<file path="src/sv/mkt_pkg.sv">
// Morse keying timing: shared types, codes and constants.
// No dependencies; used by the top level, controller and datapath.
`timescale 1ns / 1ps

package mkt_pkg;

	localparam logic [2:0] MODE_CHAR     = 3'd0;
	localparam logic [2:0] MODE_WORD     = 3'd1;
	localparam logic [2:0] MODE_PS_OPEN  = 3'd2;
	localparam logic [2:0] MODE_PS_CLOSE = 3'd3;
	localparam logic [2:0] MODE_PAUSE    = 3'd4;

	localparam logic [2:0] REG_DOT  = 3'd0;
	localparam logic [2:0] REG_DAH  = 3'd1;
	localparam logic [2:0] REG_CGAP = 3'd2;
	localparam logic [2:0] REG_WGAP = 3'd3;
	localparam logic [2:0] REG_JIT  = 3'd4;

	localparam logic [19:0] DOT_RST  = 20'd60000;
	localparam logic [15:0] DAH_RST  = 16'd768;
	localparam logic [15:0] CGAP_RST = 16'd768;
	localparam logic [15:0] WGAP_RST = 16'd1792;

	localparam logic [16:0] LIM_ELEM     = 17'd3277;
	localparam logic [16:0] LIM_WORD     = 17'd16384;
	localparam logic [31:0] LFSR_SEED    = 32'h0000ACE1;
	localparam logic [31:0] LFSR_TAPS    = 32'h80200003;
	localparam logic [23:0] DUR_MAX      = 24'hFFFFFF;
	localparam logic [13:0] PAUSE_MAX_MS = 14'd15000;
	localparam logic [9:0]  US_PER_MS    = 10'd1000;
	localparam logic [5:0]  RESULT_LIMIT = 6'd32;

	typedef enum logic [7:0] {
		S_IDLE = 8'b0000_0001,
		S_ELEM = 8'b0000_0010,
		S_CH   = 8'b0000_0100,
		S_FA   = 8'b0000_1000,
		S_UN   = 8'b0001_0000,
		S_SC   = 8'b0010_0000,
		S_PUSH = 8'b0100_0000,
		S_FIN  = 8'b1000_0000
	} state_t;

	typedef enum logic [2:0] {
		SEL_UNIT  = 3'd0,
		SEL_DAH   = 3'd1,
		SEL_CGAP  = 3'd2,
		SEL_WGAP  = 3'd3,
		SEL_PAUSE = 3'd4
	} sel_t;

	typedef struct packed {
		logic cnt_add;
		logic pause_ld;
		logic ch_en;
		logic fa_en;
		logic un_en;
		logic sc_en;
		sel_t sel;
		logic lim_word;
		logic key;
		logic push;
		logic fin;
	} cmd_t;

	typedef struct packed {
		logic out_free;
		logic pend_v;
	} sts_t;

endpackage

</file>
<file path="src/sv/morse_keying_timing_top.sv">
// Morse keying timing: top level joining controller and datapath.
// Depends on mkt_pkg, mkt_ctrl, mkt_dpath.
`timescale 1ns / 1ps

// Takes one Morse symbol per transfer (character, word gap, prosign open or
// close, pause) and emits timed key-down/key-up durations in microseconds.
// Symbols are taken one at a time. A prosign mark or undefined mode only
// passes the final state. A character gives a leading gap, a result per
// dot or dah, a gap between keyed elements and, unless character gaps are
// dropped, a character gap per space. Every timed result but a pause
// passes in turn through the four-step duration unit (chaos map, jitter
// factor, dot unit, ratio scaling) and a push state; one result is held
// back so that the final one can carry tlast. Configuration must be written
// only while no symbol is in flight; the block does not enforce it.
module morse_keying_timing_top #(
	parameter int MAX_ELEMENTS = 16
) (
	input  logic        clk,
	input  logic        arst_n,
	input  logic        s_tvalid,
	output logic        s_tready,
	input  logic [2:0]  s_tuser,  // mode
	input  logic [63:0] s_tdata,  // code_elements[31:0], code_length[36:32],
	                              // char_weight[40:37], pause_ms[56:41]
	output logic        m_tvalid,
	input  logic        m_tready,
	output logic        m_tuser,  // key_down
	output logic        m_tlast,
	output logic [47:0] m_tdata,  // duration_us[23:0], sent_count[47:24]
	input  logic        cfg_we,
	input  logic [2:0]  cfg_index,
	input  logic [19:0] cfg_data
);

	mkt_pkg::cmd_t cmd;
	mkt_pkg::sts_t sts;

	mkt_ctrl #(
		.MAX_ELEMENTS(MAX_ELEMENTS)
	) u_ctrl (
		.clk          (clk),
		.arst_n       (arst_n),
		.s_tvalid     (s_tvalid),
		.s_tready     (s_tready),
		.mode         (s_tuser),
		.code_elements(s_tdata[31:0]),
		.code_length  (s_tdata[36:32]),
		.sts          (sts),
		.cmd          (cmd)
	);

	mkt_dpath u_dpath (
		.clk        (clk),
		.arst_n     (arst_n),
		.cmd        (cmd),
		.sts        (sts),
		.cfg_we     (cfg_we),
		.cfg_index  (cfg_index),
		.cfg_data   (cfg_data),
		.char_weight(s_tdata[40:37]),
		.pause_ms   (s_tdata[56:41]),
		.m_tvalid   (m_tvalid),
		.m_tready   (m_tready),
		.m_tuser    (m_tuser),
		.m_tlast    (m_tlast),
		.m_tdata    (m_tdata)
	);

endmodule

</file>
<file path="src/sv/mkt_ctrl.sv">
// Morse keying timing: controller state machine and element sequencer.
// Depends on mkt_pkg; drives mkt_dpath through cmd_t, reads sts_t.
`timescale 1ns / 1ps

module mkt_ctrl #(
	parameter int MAX_ELEMENTS = 16
) (
	input  logic               clk,
	input  logic               arst_n,
	input  logic               s_tvalid,
	output logic               s_tready,
	input  logic [2:0]         mode,
	input  logic [31:0]        code_elements,
	input  logic [4:0]         code_length,
	input  mkt_pkg::sts_t      sts,
	output mkt_pkg::cmd_t      cmd
);

	mkt_pkg::state_t state_q;
	mkt_pkg::sel_t   sel_q;
	logic        spd_q, pa_q, cs_q, chk_q, ret_fin_q, key_q, limw_q;
	logic [31:0] sh_q;
	logic [4:0]  rem_q;
	logic [5:0]  res_q;
	logic [4:0]  n_len;
	logic        can_move;
	logic        acc;

	assign n_len = ({1'b0, code_length} > 6'(MAX_ELEMENTS)) ? 5'(MAX_ELEMENTS) : code_length;
	assign s_tready = (state_q == mkt_pkg::S_IDLE);
	assign acc = s_tvalid && s_tready;
	assign can_move = !sts.pend_v || sts.out_free;

	always_comb begin
		cmd.cnt_add  = acc && (mode == mkt_pkg::MODE_CHAR);
		cmd.pause_ld = acc;
		cmd.ch_en    = (state_q == mkt_pkg::S_CH);
		cmd.fa_en    = (state_q == mkt_pkg::S_FA);
		cmd.un_en    = (state_q == mkt_pkg::S_UN);
		cmd.sc_en    = (state_q == mkt_pkg::S_SC);
		cmd.sel      = sel_q;
		cmd.lim_word = limw_q;
		cmd.key      = key_q;
		cmd.push     = (state_q == mkt_pkg::S_PUSH) && can_move;
		cmd.fin      = (state_q == mkt_pkg::S_FIN) && can_move;
	end

	always_ff @(posedge clk or negedge arst_n) begin
		if (!arst_n) begin
			state_q   <= mkt_pkg::S_IDLE;
			spd_q     <= 1'b1;
			pa_q      <= 1'b0;
			cs_q      <= 1'b0;
			chk_q     <= 1'b0;
			ret_fin_q <= 1'b0;
			key_q     <= 1'b0;
			limw_q    <= 1'b0;
			sel_q     <= mkt_pkg::SEL_UNIT;
			sh_q      <= '0;
			rem_q     <= '0;
			res_q     <= '0;
		end else begin
			unique case (state_q)
				mkt_pkg::S_IDLE: begin
					if (s_tvalid) begin
						res_q  <= '0;
						chk_q  <= 1'b0;
						sh_q   <= code_elements;
						rem_q  <= n_len;
						key_q  <= 1'b0;
						limw_q <= 1'b0;
						case (mode)
							mkt_pkg::MODE_CHAR: begin
								spd_q <= 1'b0;
								if (!spd_q) begin
									sel_q     <= cs_q ? mkt_pkg::SEL_UNIT : mkt_pkg::SEL_CGAP;
									ret_fin_q <= 1'b0;
									cs_q      <= pa_q;
									state_q   <= mkt_pkg::S_CH;
								end else begin
									state_q <= mkt_pkg::S_ELEM;
								end
							end
							mkt_pkg::MODE_WORD: begin
								if (!spd_q && !pa_q) begin
									spd_q     <= 1'b1;
									sel_q     <= mkt_pkg::SEL_WGAP;
									limw_q    <= 1'b1;
									ret_fin_q <= 1'b1;
									state_q   <= mkt_pkg::S_CH;
								end else begin
									state_q <= mkt_pkg::S_FIN;
								end
							end
							mkt_pkg::MODE_PS_OPEN: begin
								pa_q    <= 1'b1;
								cs_q    <= spd_q;
								state_q <= mkt_pkg::S_FIN;
							end
							mkt_pkg::MODE_PS_CLOSE: begin
								pa_q    <= 1'b0;
								cs_q    <= 1'b0;
								state_q <= mkt_pkg::S_FIN;
							end
							mkt_pkg::MODE_PAUSE: begin
								if (!pa_q) begin
									spd_q     <= 1'b1;
									sel_q     <= mkt_pkg::SEL_PAUSE;
									ret_fin_q <= 1'b1;
									state_q   <= mkt_pkg::S_SC;
								end else begin
									state_q <= mkt_pkg::S_FIN;
								end
							end
							default: state_q <= mkt_pkg::S_FIN;
						endcase
					end
				end
				mkt_pkg::S_ELEM: begin
					key_q     <= 1'b0;
					limw_q    <= 1'b0;
					ret_fin_q <= 1'b0;
					if (chk_q) begin
						// gap between two keyed elements
						chk_q <= 1'b0;
						if (rem_q != 5'd0 && res_q < mkt_pkg::RESULT_LIMIT && !sh_q[1]) begin
							sel_q   <= mkt_pkg::SEL_UNIT;
							state_q <= mkt_pkg::S_CH;
						end
					end else if (rem_q == 5'd0 || res_q >= mkt_pkg::RESULT_LIMIT) begin
						state_q <= mkt_pkg::S_FIN;
					end else begin
						sh_q  <= {2'b00, sh_q[31:2]};
						rem_q <= rem_q - 5'd1;
						if (sh_q[1]) begin
							if (!cs_q) begin
								sel_q   <= mkt_pkg::SEL_CGAP;
								state_q <= mkt_pkg::S_CH;
							end
						end else begin
							key_q   <= 1'b1;
							sel_q   <= sh_q[0] ? mkt_pkg::SEL_DAH : mkt_pkg::SEL_UNIT;
							chk_q   <= 1'b1;
							state_q <= mkt_pkg::S_CH;
						end
					end
				end
				mkt_pkg::S_CH: state_q <= mkt_pkg::S_FA;
				mkt_pkg::S_FA: state_q <= mkt_pkg::S_UN;
				mkt_pkg::S_UN: state_q <= mkt_pkg::S_SC;
				mkt_pkg::S_SC: state_q <= mkt_pkg::S_PUSH;
				mkt_pkg::S_PUSH: begin
					if (can_move) begin
						res_q   <= res_q + 6'd1;
						state_q <= ret_fin_q ? mkt_pkg::S_FIN : mkt_pkg::S_ELEM;
					end
				end
				mkt_pkg::S_FIN: begin
					if (can_move) state_q <= mkt_pkg::S_IDLE;
				end
				default: state_q <= mkt_pkg::S_IDLE;
			endcase
		end
	end

endmodule

</file>
<file path="src/sv/mkt_dpath.sv">
// Morse keying timing: datapath with registers, chaos map, LFSR, duration math,
// one-deep pending slot and output register. Depends on mkt_pkg.
`timescale 1ns / 1ps

module mkt_dpath (
	input  logic               clk,
	input  logic               arst_n,
	input  mkt_pkg::cmd_t      cmd,
	output mkt_pkg::sts_t      sts,
	input  logic               cfg_we,
	input  logic [2:0]         cfg_index,
	input  logic [19:0]        cfg_data,
	input  logic [3:0]         char_weight,
	input  logic [15:0]        pause_ms,
	output logic               m_tvalid,
	input  logic               m_tready,
	output logic               m_tuser,
	output logic               m_tlast,
	output logic [47:0]        m_tdata
);

	logic [19:0] dot_q;
	logic [15:0] dah_q, cgap_q, wgap_q, jit_q;
	logic [15:0] x_q;
	logic [31:0] lfsr_q;
	logic [23:0] cnt_q;
	logic [13:0] pause_q;
	logic [16:0] f_q;
	logic [20:0] u_q;
	logic [23:0] dur_q;
	logic        pend_v_q, pend_key_q;
	logic [23:0] pend_dur_q;
	logic        out_v_q, out_key_q, out_last_q;
	logic [23:0] out_dur_q, out_cnt_q;

	logic [16:0] lim, span, x17, d17;
	logic        oob, low;
	logic [31:0] lfsr_cur, lfsr_nx;
	logic [15:0] ma, mb, x_nx;
	logic [31:0] cprod;
	logic [17:0] grow;
	logic [31:0] jprod;
	logic [17:0] f_sum;
	logic [36:0] uprod;
	logic [16:0] ratio;
	logic [37:0] sprod;
	logic [23:0] pprod;
	logic        jit_en, load_out;

	assign jit_en = (jit_q != 16'd0);

	always_ff @(posedge clk or negedge arst_n) begin
		if (!arst_n) begin
			dot_q  <= mkt_pkg::DOT_RST;
			dah_q  <= mkt_pkg::DAH_RST;
			cgap_q <= mkt_pkg::CGAP_RST;
			wgap_q <= mkt_pkg::WGAP_RST;
			jit_q  <= '0;
		end else if (cfg_we) begin
			unique case (cfg_index)
				mkt_pkg::REG_DOT:  dot_q  <= cfg_data;
				mkt_pkg::REG_DAH:  dah_q  <= cfg_data[15:0];
				mkt_pkg::REG_CGAP: cgap_q <= cfg_data[15:0];
				mkt_pkg::REG_WGAP: wgap_q <= cfg_data[15:0];
				mkt_pkg::REG_JIT:  jit_q  <= cfg_data[15:0];
				default: ;
			endcase
		end
	end

	// chaos map step, one shared multiplier
	always_comb begin
		lim      = cmd.lim_word ? mkt_pkg::LIM_WORD : mkt_pkg::LIM_ELEM;
		span     = 17'h10000 - {lim[15:0], 1'b0};
		x17      = {1'b0, x_q};
		d17      = 17'h10000 - x17;
		oob      = (x17 < lim) || (x17 > 17'h10000 - lim);
		low      = (x17 <= 17'h08000);
		lfsr_cur = (lfsr_q == 32'd0) ? mkt_pkg::LFSR_SEED : lfsr_q;
		lfsr_nx  = lfsr_cur[0] ? ({1'b0, lfsr_cur[31:1]} ^ mkt_pkg::LFSR_TAPS)
		                       : {1'b0, lfsr_cur[31:1]};
		ma       = oob ? lfsr_nx[31:16] : (low ? x_q : d17[15:0]);
		mb       = oob ? span[15:0] : ma;
		cprod    = ma * mb;
		grow     = {2'b00, x_q} + {1'b0, cprod[31:15]};
		if (oob)
			x_nx = lim[15:0] + cprod[31:16];
		else if (low)
			x_nx = (grow > 18'd65535) ? 16'hFFFF : grow[15:0];
		else
			x_nx = x_q - cprod[30:15];
	end

	always_comb begin
		jprod = jit_q * x_q;
		f_sum = 18'h10000 - {2'b00, jit_q} + {1'b0, jprod[31:15]};
		uprod = dot_q * f_q;
		case (cmd.sel)
			mkt_pkg::SEL_DAH:  ratio = {1'b0, dah_q};
			mkt_pkg::SEL_CGAP: ratio = {1'b0, cgap_q};
			mkt_pkg::SEL_WGAP: ratio = {1'b0, wgap_q};
			default:           ratio = 17'd256;
		endcase
		sprod = u_q * ratio;
		pprod = pause_q * mkt_pkg::US_PER_MS;
	end

	always_ff @(posedge clk or negedge arst_n) begin
		if (!arst_n) begin
			x_q    <= '0;
			lfsr_q <= mkt_pkg::LFSR_SEED;
			cnt_q  <= '0;
		end else begin
			if (cmd.ch_en && jit_en) begin
				x_q <= x_nx;
				if (oob) lfsr_q <= lfsr_nx;
			end
			if (cmd.cnt_add) cnt_q <= cnt_q + {20'd0, char_weight};
		end
	end

	always_ff @(posedge clk) begin
		if (cmd.pause_ld)
			pause_q <= (pause_ms > {2'b00, mkt_pkg::PAUSE_MAX_MS}) ? mkt_pkg::PAUSE_MAX_MS
			                                                       : pause_ms[13:0];
		if (cmd.fa_en) f_q <= jit_en ? f_sum[16:0] : 17'h10000;
		if (cmd.un_en) u_q <= uprod[36:16];
		if (cmd.sc_en) begin
			if (cmd.sel == mkt_pkg::SEL_PAUSE)
				dur_q <= pprod;
			else
				dur_q <= (|sprod[37:32]) ? mkt_pkg::DUR_MAX : sprod[31:8];
		end
	end

	// pending slot holds the newest result until it is known whether it is the last
	assign load_out = (cmd.push || cmd.fin) && pend_v_q;

	always_ff @(posedge clk or negedge arst_n) begin
		if (!arst_n) begin
			pend_v_q <= 1'b0;
			out_v_q  <= 1'b0;
		end else begin
			if (cmd.push) pend_v_q <= 1'b1;
			else if (cmd.fin) pend_v_q <= 1'b0;
			if (load_out) out_v_q <= 1'b1;
			else if (m_tready) out_v_q <= 1'b0;
		end
	end

	always_ff @(posedge clk) begin
		if (cmd.push) begin
			pend_key_q <= cmd.key;
			pend_dur_q <= dur_q;
		end
		if (load_out) begin
			out_key_q  <= pend_key_q;
			out_dur_q  <= pend_dur_q;
			out_last_q <= cmd.fin;
			out_cnt_q  <= cnt_q;
		end
	end

	assign sts.out_free = !out_v_q || m_tready;
	assign sts.pend_v   = pend_v_q;

	assign m_tvalid = out_v_q;
	assign m_tuser  = out_key_q;
	assign m_tlast  = out_last_q;
	assign m_tdata  = {out_cnt_q, out_dur_q};

endmodule

</file>
<file path="config.mk">
export PLATFORM = sky130hd
export DESIGN_NAME = morse_keying_timing_top
export DESIGN_NICKNAME = d
export VERILOG_FILES = /design/src/sv/mkt_pkg.sv /design/src/sv/morse_keying_timing_top.sv /design/src/sv/mkt_ctrl.sv /design/src/sv/mkt_dpath.sv
export SDC_FILE = /design/constraint.sdc
export NUM_CORES = 2
export LEC_CHECK = 0
export BUFFER_PORTS_ARGS = -buffer_cell sky130_fd_sc_hd__buf_2
export CORE_MARGIN = 4
export CORE_UTILIZATION = 40
export CTS_BUF_LIST = sky130_fd_sc_hd__clkbuf_4 sky130_fd_sc_hd__clkbuf_8
export DETAILED_ROUTE_END_ITERATION = 7
export SYNTH_ARGS = -nofsm -noshare
export SYNTH_HDL_FRONTEND = slang
export SYNTH_SLANG_ARGS = --single-unit
</file>
<file path="constraint.sdc">
create_clock -name clk -period 12 [get_ports clk]
set_input_delay 0 -clock clk [delete_from_list [all_inputs] [get_ports clk]]
set_output_delay 0 -clock clk [all_outputs]
set_load 0.01 [all_outputs]
</file>
Word-level counts from Yosys, hierarchy flattened
Cells that the tools add are included.
Widths: inputs -> output; s select.
- ROM bits: 0
- latch bits: 0
- register bits: 369
- output and inout port bits: 52
- memories kept: 0
- logic and storage cells: 215
- RAM bits: 0
- input bits: 95
- equality and inequality tests: 36
- muxes and demuxes: 74
- reductions and logical operators: 48
- shift operators: 0
- bitwise logic cells: 1
- $lt $le $gt $ge: 8
- multiply operators: 5
- divide/modulo/power cells: 0
- $add $sub $neg: 11
- operators with widths (kind ; number):
    $mux 32 ; 5
    $mux 16 ; 6
    $mux 8 ; 11
    $mul 16x16->32 ; 2
    $pmux 32 s2 ; 1
    $pmux 8 s8 ; 1
    $mux 24 ; 2
    $pmux 16 s3 ; 1
    $mul 20x17->37 ; 1
    $mul 21x16->37 ; 1
    $logic_not 32->1 ; 1
    $sub 1x16->16 const A ; 2
    $mux 3 ; 10
    $add 24x4->24 ; 1
    $pmux 8 s3 ; 1
    $mul 14x7->21 const B ; 1
    $mux 5 ; 4
    $add 16x17->18 ; 1
    $eq 3x2->1 const B ; 6
    $gt 18x16->1 const B ; 1
    $add 17x17->17 ; 1
    $gt 16x17->1 ; 1
    $lt 16x17->1 ; 1
    $mux 1 ; 17
    other kinds (53) ; 104

Depth between registers and ports, before layout
- word-level depth: 12
- mapped depth: 51
- depth with buffers taken out: 48

Hierarchy
From an unflattened synthesis, not the netlist that was laid out.
- cell total of the unflattened synthesis: 6145
- area total of the unflattened synthesis: 57538.9 µm²
- modules (own cells, without submodules) (module ; area each (µm²) ; instances ; cells an instance):
    mkt_dpath ; 54252.0 ; 1 ; 5792
    mkt_ctrl ; 3286.9 ; 1 ; 353

Worst setup path before layout
OpenSTA, ideal clock, no wires.
- path type: register to register
- from: register u_dpath.x_q[0]
- to: register u_dpath.x_q[5]
- clock period less this slack: 10497 ps
- required time: 11866 ps
- slack: 1503 ps
- library setup time: 134 ps
- path buffers: 3
- stages on the path, launching flop included: 47
- arrival: 10364 ps
- cell sequence: dfrtp_1 -> clkbuf_1 -> inv_1 -> buf_1 -> ha_1 -> nand3b_1 -> or4_1 -> clkbuf_1 -> o31ai_1 -> nor2_1 -> xnor2_1 -> and2_1 -> nor2_1 -> o21ai_0 -> nor2_1 -> fa_1 -> fa_1 -> ha_1 -> [... 11 more ...] -> nand4b_4 -> and2_1 -> a21oi_1 -> o21bai_1 -> xor2_1 -> ha_1 -> or3_1 -> a21oi_1 -> o21bai_1 -> a21oi_1 -> o211ai_1 -> nand4_1 -> a21boi_0 -> or2_2 -> mux2i_1 -> nor2_2 -> a2111oi_0 -> o21ai_1
- word-level cells in the longest chain between the ends: 10
- RTL lines (element ; line ; text):
    start, declared ; mkt_dpath.sv:24 ; logic [15:0] x_q;
    start signal, assigned ; mkt_dpath.sv:115 ; x_q <= x_nx;
    $sub 1x16->16 (tied with other cells) ; mkt_dpath.sv:76 ; d17 = 17'h10000 - x17;
    $mux 16 / $logic_or 1x1->1 (equally long branches) ; mkt_dpath.sv:82, mkt_dpath.sv:77 ;
    $mux 16 ; mkt_dpath.sv:82 ; ma = oob ? lfsr_nx[31:16] : (low ? x_q : d17[15:0]);
    $mux 16 ; mkt_dpath.sv:83 ; mb = oob ? span[15:0] : ma;
    $mul 16x16->32 ; mkt_dpath.sv:84 ; cprod = ma * mb;
    $add 16x17->18 ; mkt_dpath.sv:85 ; grow = {2'b00, x_q} + {1'b0, cprod[31:15]};
    $gt 18x16->1 ; mkt_dpath.sv:89 ; x_nx = (grow > 18'd65535) ? 16'hFFFF : grow[15:0];
    $mux 16 ; mkt_dpath.sv:89 ;
    $mux 16 ; mkt_dpath.sv:88 ; else if (low)
    $mux 16 (*) ; mkt_dpath.sv:86 ; if (oob)
Mark *: on every way between the ends. The rest lies on a longest branch, timed or not.
A chain may end at the register's enable or synchronous reset.

Final worst setup path
- from: register u_dpath.x_q[10]
- to: register u_dpath.x_q[5]
Same word-level chain as after synthesis.

==> flow_summary.ini <==
[sta]
fmax_mhz = 88.41
finalSetupViolations = 0
hold_viol = 0
fin_tns_setup_ns = 0
period_needed_ns = 11.31
tightest_slew_ns = 1.131
slew_headroom_pct = 24.34
slew_violations = 0
fin_skew_ns = 0.07899
period_share_pct = 94.25
setup_ws_ns = 0.6896

[die]
start_util_pct = 40.34
dieWidth_um = 386.3
die_h_um = 386.3
ios = 147
fp.coreArea_um2 = 141900
rows = 138
die_area_um2 = 149200

[finish]
final_cell_mix = inv_1, nand2_1, fa_1, ha_1, nor2_1
nNetsFinal = 8023
final_common_cell = inv_1
syn_to_final_growth_pct = 10.86
drive_gt1_share_pct = 8.847
stdcell_area_um2 = 63470
fillers = 13810

[placement]
pre_cts_ws_ns = 0.4153
port_buffers = 139
placement.cell_area_um2 = 60510
place_congestion = 0.9576
dp_hpwl_um = 119300

[critical_path]
critPathMaxStageDelay_ns = 0.60
timing.critical_path.mode_cell = fa_1
worst-endpoint-arrival_ns = 11.92
rr_startpoint = u_dpath.x_q[10]
regToRegEndpoint = u_dpath.x_q[5]
critPathSlowestCell = or4_1
crit_type = reg -> reg
cp.required_ns = 12.60
r2r_slack_ns = 0.69
ff2ff_path_depth = 42
crit_fanout = 12
endpoint_kind = register
worstSetupStartpointType = register

[drt]
drc_errors = 0
drtPass1Iterations = 6
ant_nets = 0
vias = 42780
avgViaCountPerCell = 5.123
routed_wl_um = 152400
detail_route.iter0.violations = 2692
wl_per_cell_um = 18.25

[global_routing]
antenna_found_initial = 5
grt_use_total_pct = 21.01
grt_max_degree = 79
grt_pass1_wl_um = 248300
grt_overflow = 0
first_global_vias = 45680

[synth]
postSynthAreaPerCell_um2 = 9.288
netlist_instances = 6164
yosys_warnings = 0
synth_area_um2 = 57250
ys_seq_area_share_pct = 17.50
synthArstFlopShare_pct = 59.08
yosysUniqueCellTypes = 96
ys_seq_elements = 369
synth_edf_count = 151
synth_flop_cell = dfrtp_1

[status]
outcome = finished clean

[clock_network]
cts_sinks = 369
cts_tree = built
cts_buffer_depth = 3
ctsHtreeMaxLevel = 3
cts-buffers-inserted = 69
clock_latency_ns = 0.77
root_buffer = clkbuf_8
clkTransAtPathRegs_ns = 0.06

[hold_path]
hold_end = u_ctrl.sh_q[31]
hold_start = s_tdata[31]
hold_class = in -> reg
holdPathStages = 4

[flow_run]
maxCapViolCount = 0
[kinds of logic after synthesis]
kind of cell             after synthesis  share of synthesized area (%)
other                                  2                        0.01312
flip-flops                           369                          17.50
buffers and inverters               1449                          9.518
XOR/XNOR                             176                          2.725
AO/OA/AOI/OAI                        562                          6.257
AND/OR/NAND/NOR                     1949                          15.50
adder cells (fa/ha/maj)             1530                          46.11
multiplexers                         127                          2.382
[cell usage after synthesis, types with 24 or more instances]
| library cell | number | area, um2 |
|---|---|---|
| a21o_1 | 41 | 307.8 |
| mux2_2 | 74 | 833.3 |
| mux2i_1 | 53 | 530.5 |
| o21bai_1 | 35 | 262.8 |
| xnor2_1 | 107 | 937.2 |
| nand2_1 | 994 | 3731 |
| nor2_1 | 337 | 1265 |
| nor3_1 | 53 | 265.3 |
| fa_1 | 966 | 19340 |
| dfstp_2 | 24 | 630.6 |
| nand3_1 | 43 | 215.2 |
| dfrtp_1 | 194 | 4855 |
| and2_1 | 314 | 1964 |
| xor2_1 | 68 | 595.6 |
| edfxtp_1 | 151 | 4534 |
| inv_1 | 1191 | 4471 |
| clkbuf_1 | 232 | 870.8 |
| nor2b_1 | 32 | 200.2 |
| o21ai_0 | 148 | 740.7 |
| a21oi_1 | 159 | 795.8 |
| a31oi_1 | 31 | 193.9 |
| nand4_1 | 24 | 150.1 |
| ha_1 | 564 | 7057 |
[state kept, by name, summed over array words and instances (netlist names), 17 cells and up]
register	flops
u_dpath.dur_q	24
u_dpath.pend_dur_q	24
u_dpath.f_q	17
u_dpath.dot_q	20
u_dpath.out_dur_q	24
u_dpath.out_cnt_q	24
u_ctrl.sh_q	32
u_dpath.lfsr_q	32
u_dpath.u_q	21
u_dpath.cnt_q	24
[through the flow]
stage	utilization [%]	hold slack [ns]	instances
finish	44.72	0.07651	8351
global route	44.71	0.05169	8345
CTS	44.67	0.01758	8343
detailed placement	42.63	0.08659	8083
global placement	42.63	0.08990	8083
floorplan	-	-0.2956	6165
[cell type report]
type	count	area [um2]	area share [%]
multi-input combinational	4348	41900	66.01
sequential	369	10020	15.79
inverter	1194	4484	7.066
timing repair buffer	416	3136	4.940
tap	1890	2365	3.726
clock buffer	105	1320	2.080
clock inverter	22	227.7	0.3588
antenna	7	17.52	0.02760
[metal layers]
| layer | part of all wire [%] | wire length (um) | track usage (%) |
|---|---|---|---|
| met2 | 47 | 71670 | 34.91 |
| met5 | 0.0085 | 13 | 0 |
| met1 | 44 | 67180 | 29.17 |
| met3 | 6.6 | 10100 | 2.795 |
| met4 | 2.3 | 3455 | 5.138 |
[critical path: cells and delay by family (launching register included)]
kind / cells / cell delay, ns
compound gates: 11 / 2.25
buf+inv: 5 / 0.63
flops: 1 / 0.55
simple gates: 16 / 3.66
mux: 1 / 0.22
fa+ha+maj: 8 / 3.67
xor+xnor: 1 / 0.16
[worst max-delay path by stage]
stage,cells past startpoint,slack (ns),startpoint,to
after floorplan,46,1.50,u_dpath.x_q[0],u_dpath.x_q[5]
after global placement,41,0.53,u_ctrl.limw_q,u_dpath.x_q[15]
after detailed placement,42,0.42,u_dpath.x_q[10],u_dpath.x_q[15]
after CTS,42,0.34,u_dpath.x_q[10],u_dpath.x_q[15]
after global routing,43,-0.02,u_ctrl.limw_q,u_dpath.x_q[5]
final,42,0.69,u_dpath.x_q[10],u_dpath.x_q[5]
[what timing repair did]
| action | in CTS | in global routing |
|---|---|---|
| resized for setup | 0 | 8 |
| endpoints found under the hold margin | 256 | 0 |
| hold buffers | 133 | 0 |
| buffers inserted | 0 | 0 |
| setup endpoints to repair | 0 | 16 |
Power is not shown: default switching activity piles up to over one toggle a cycle in this logic, so the estimate is an artifact.
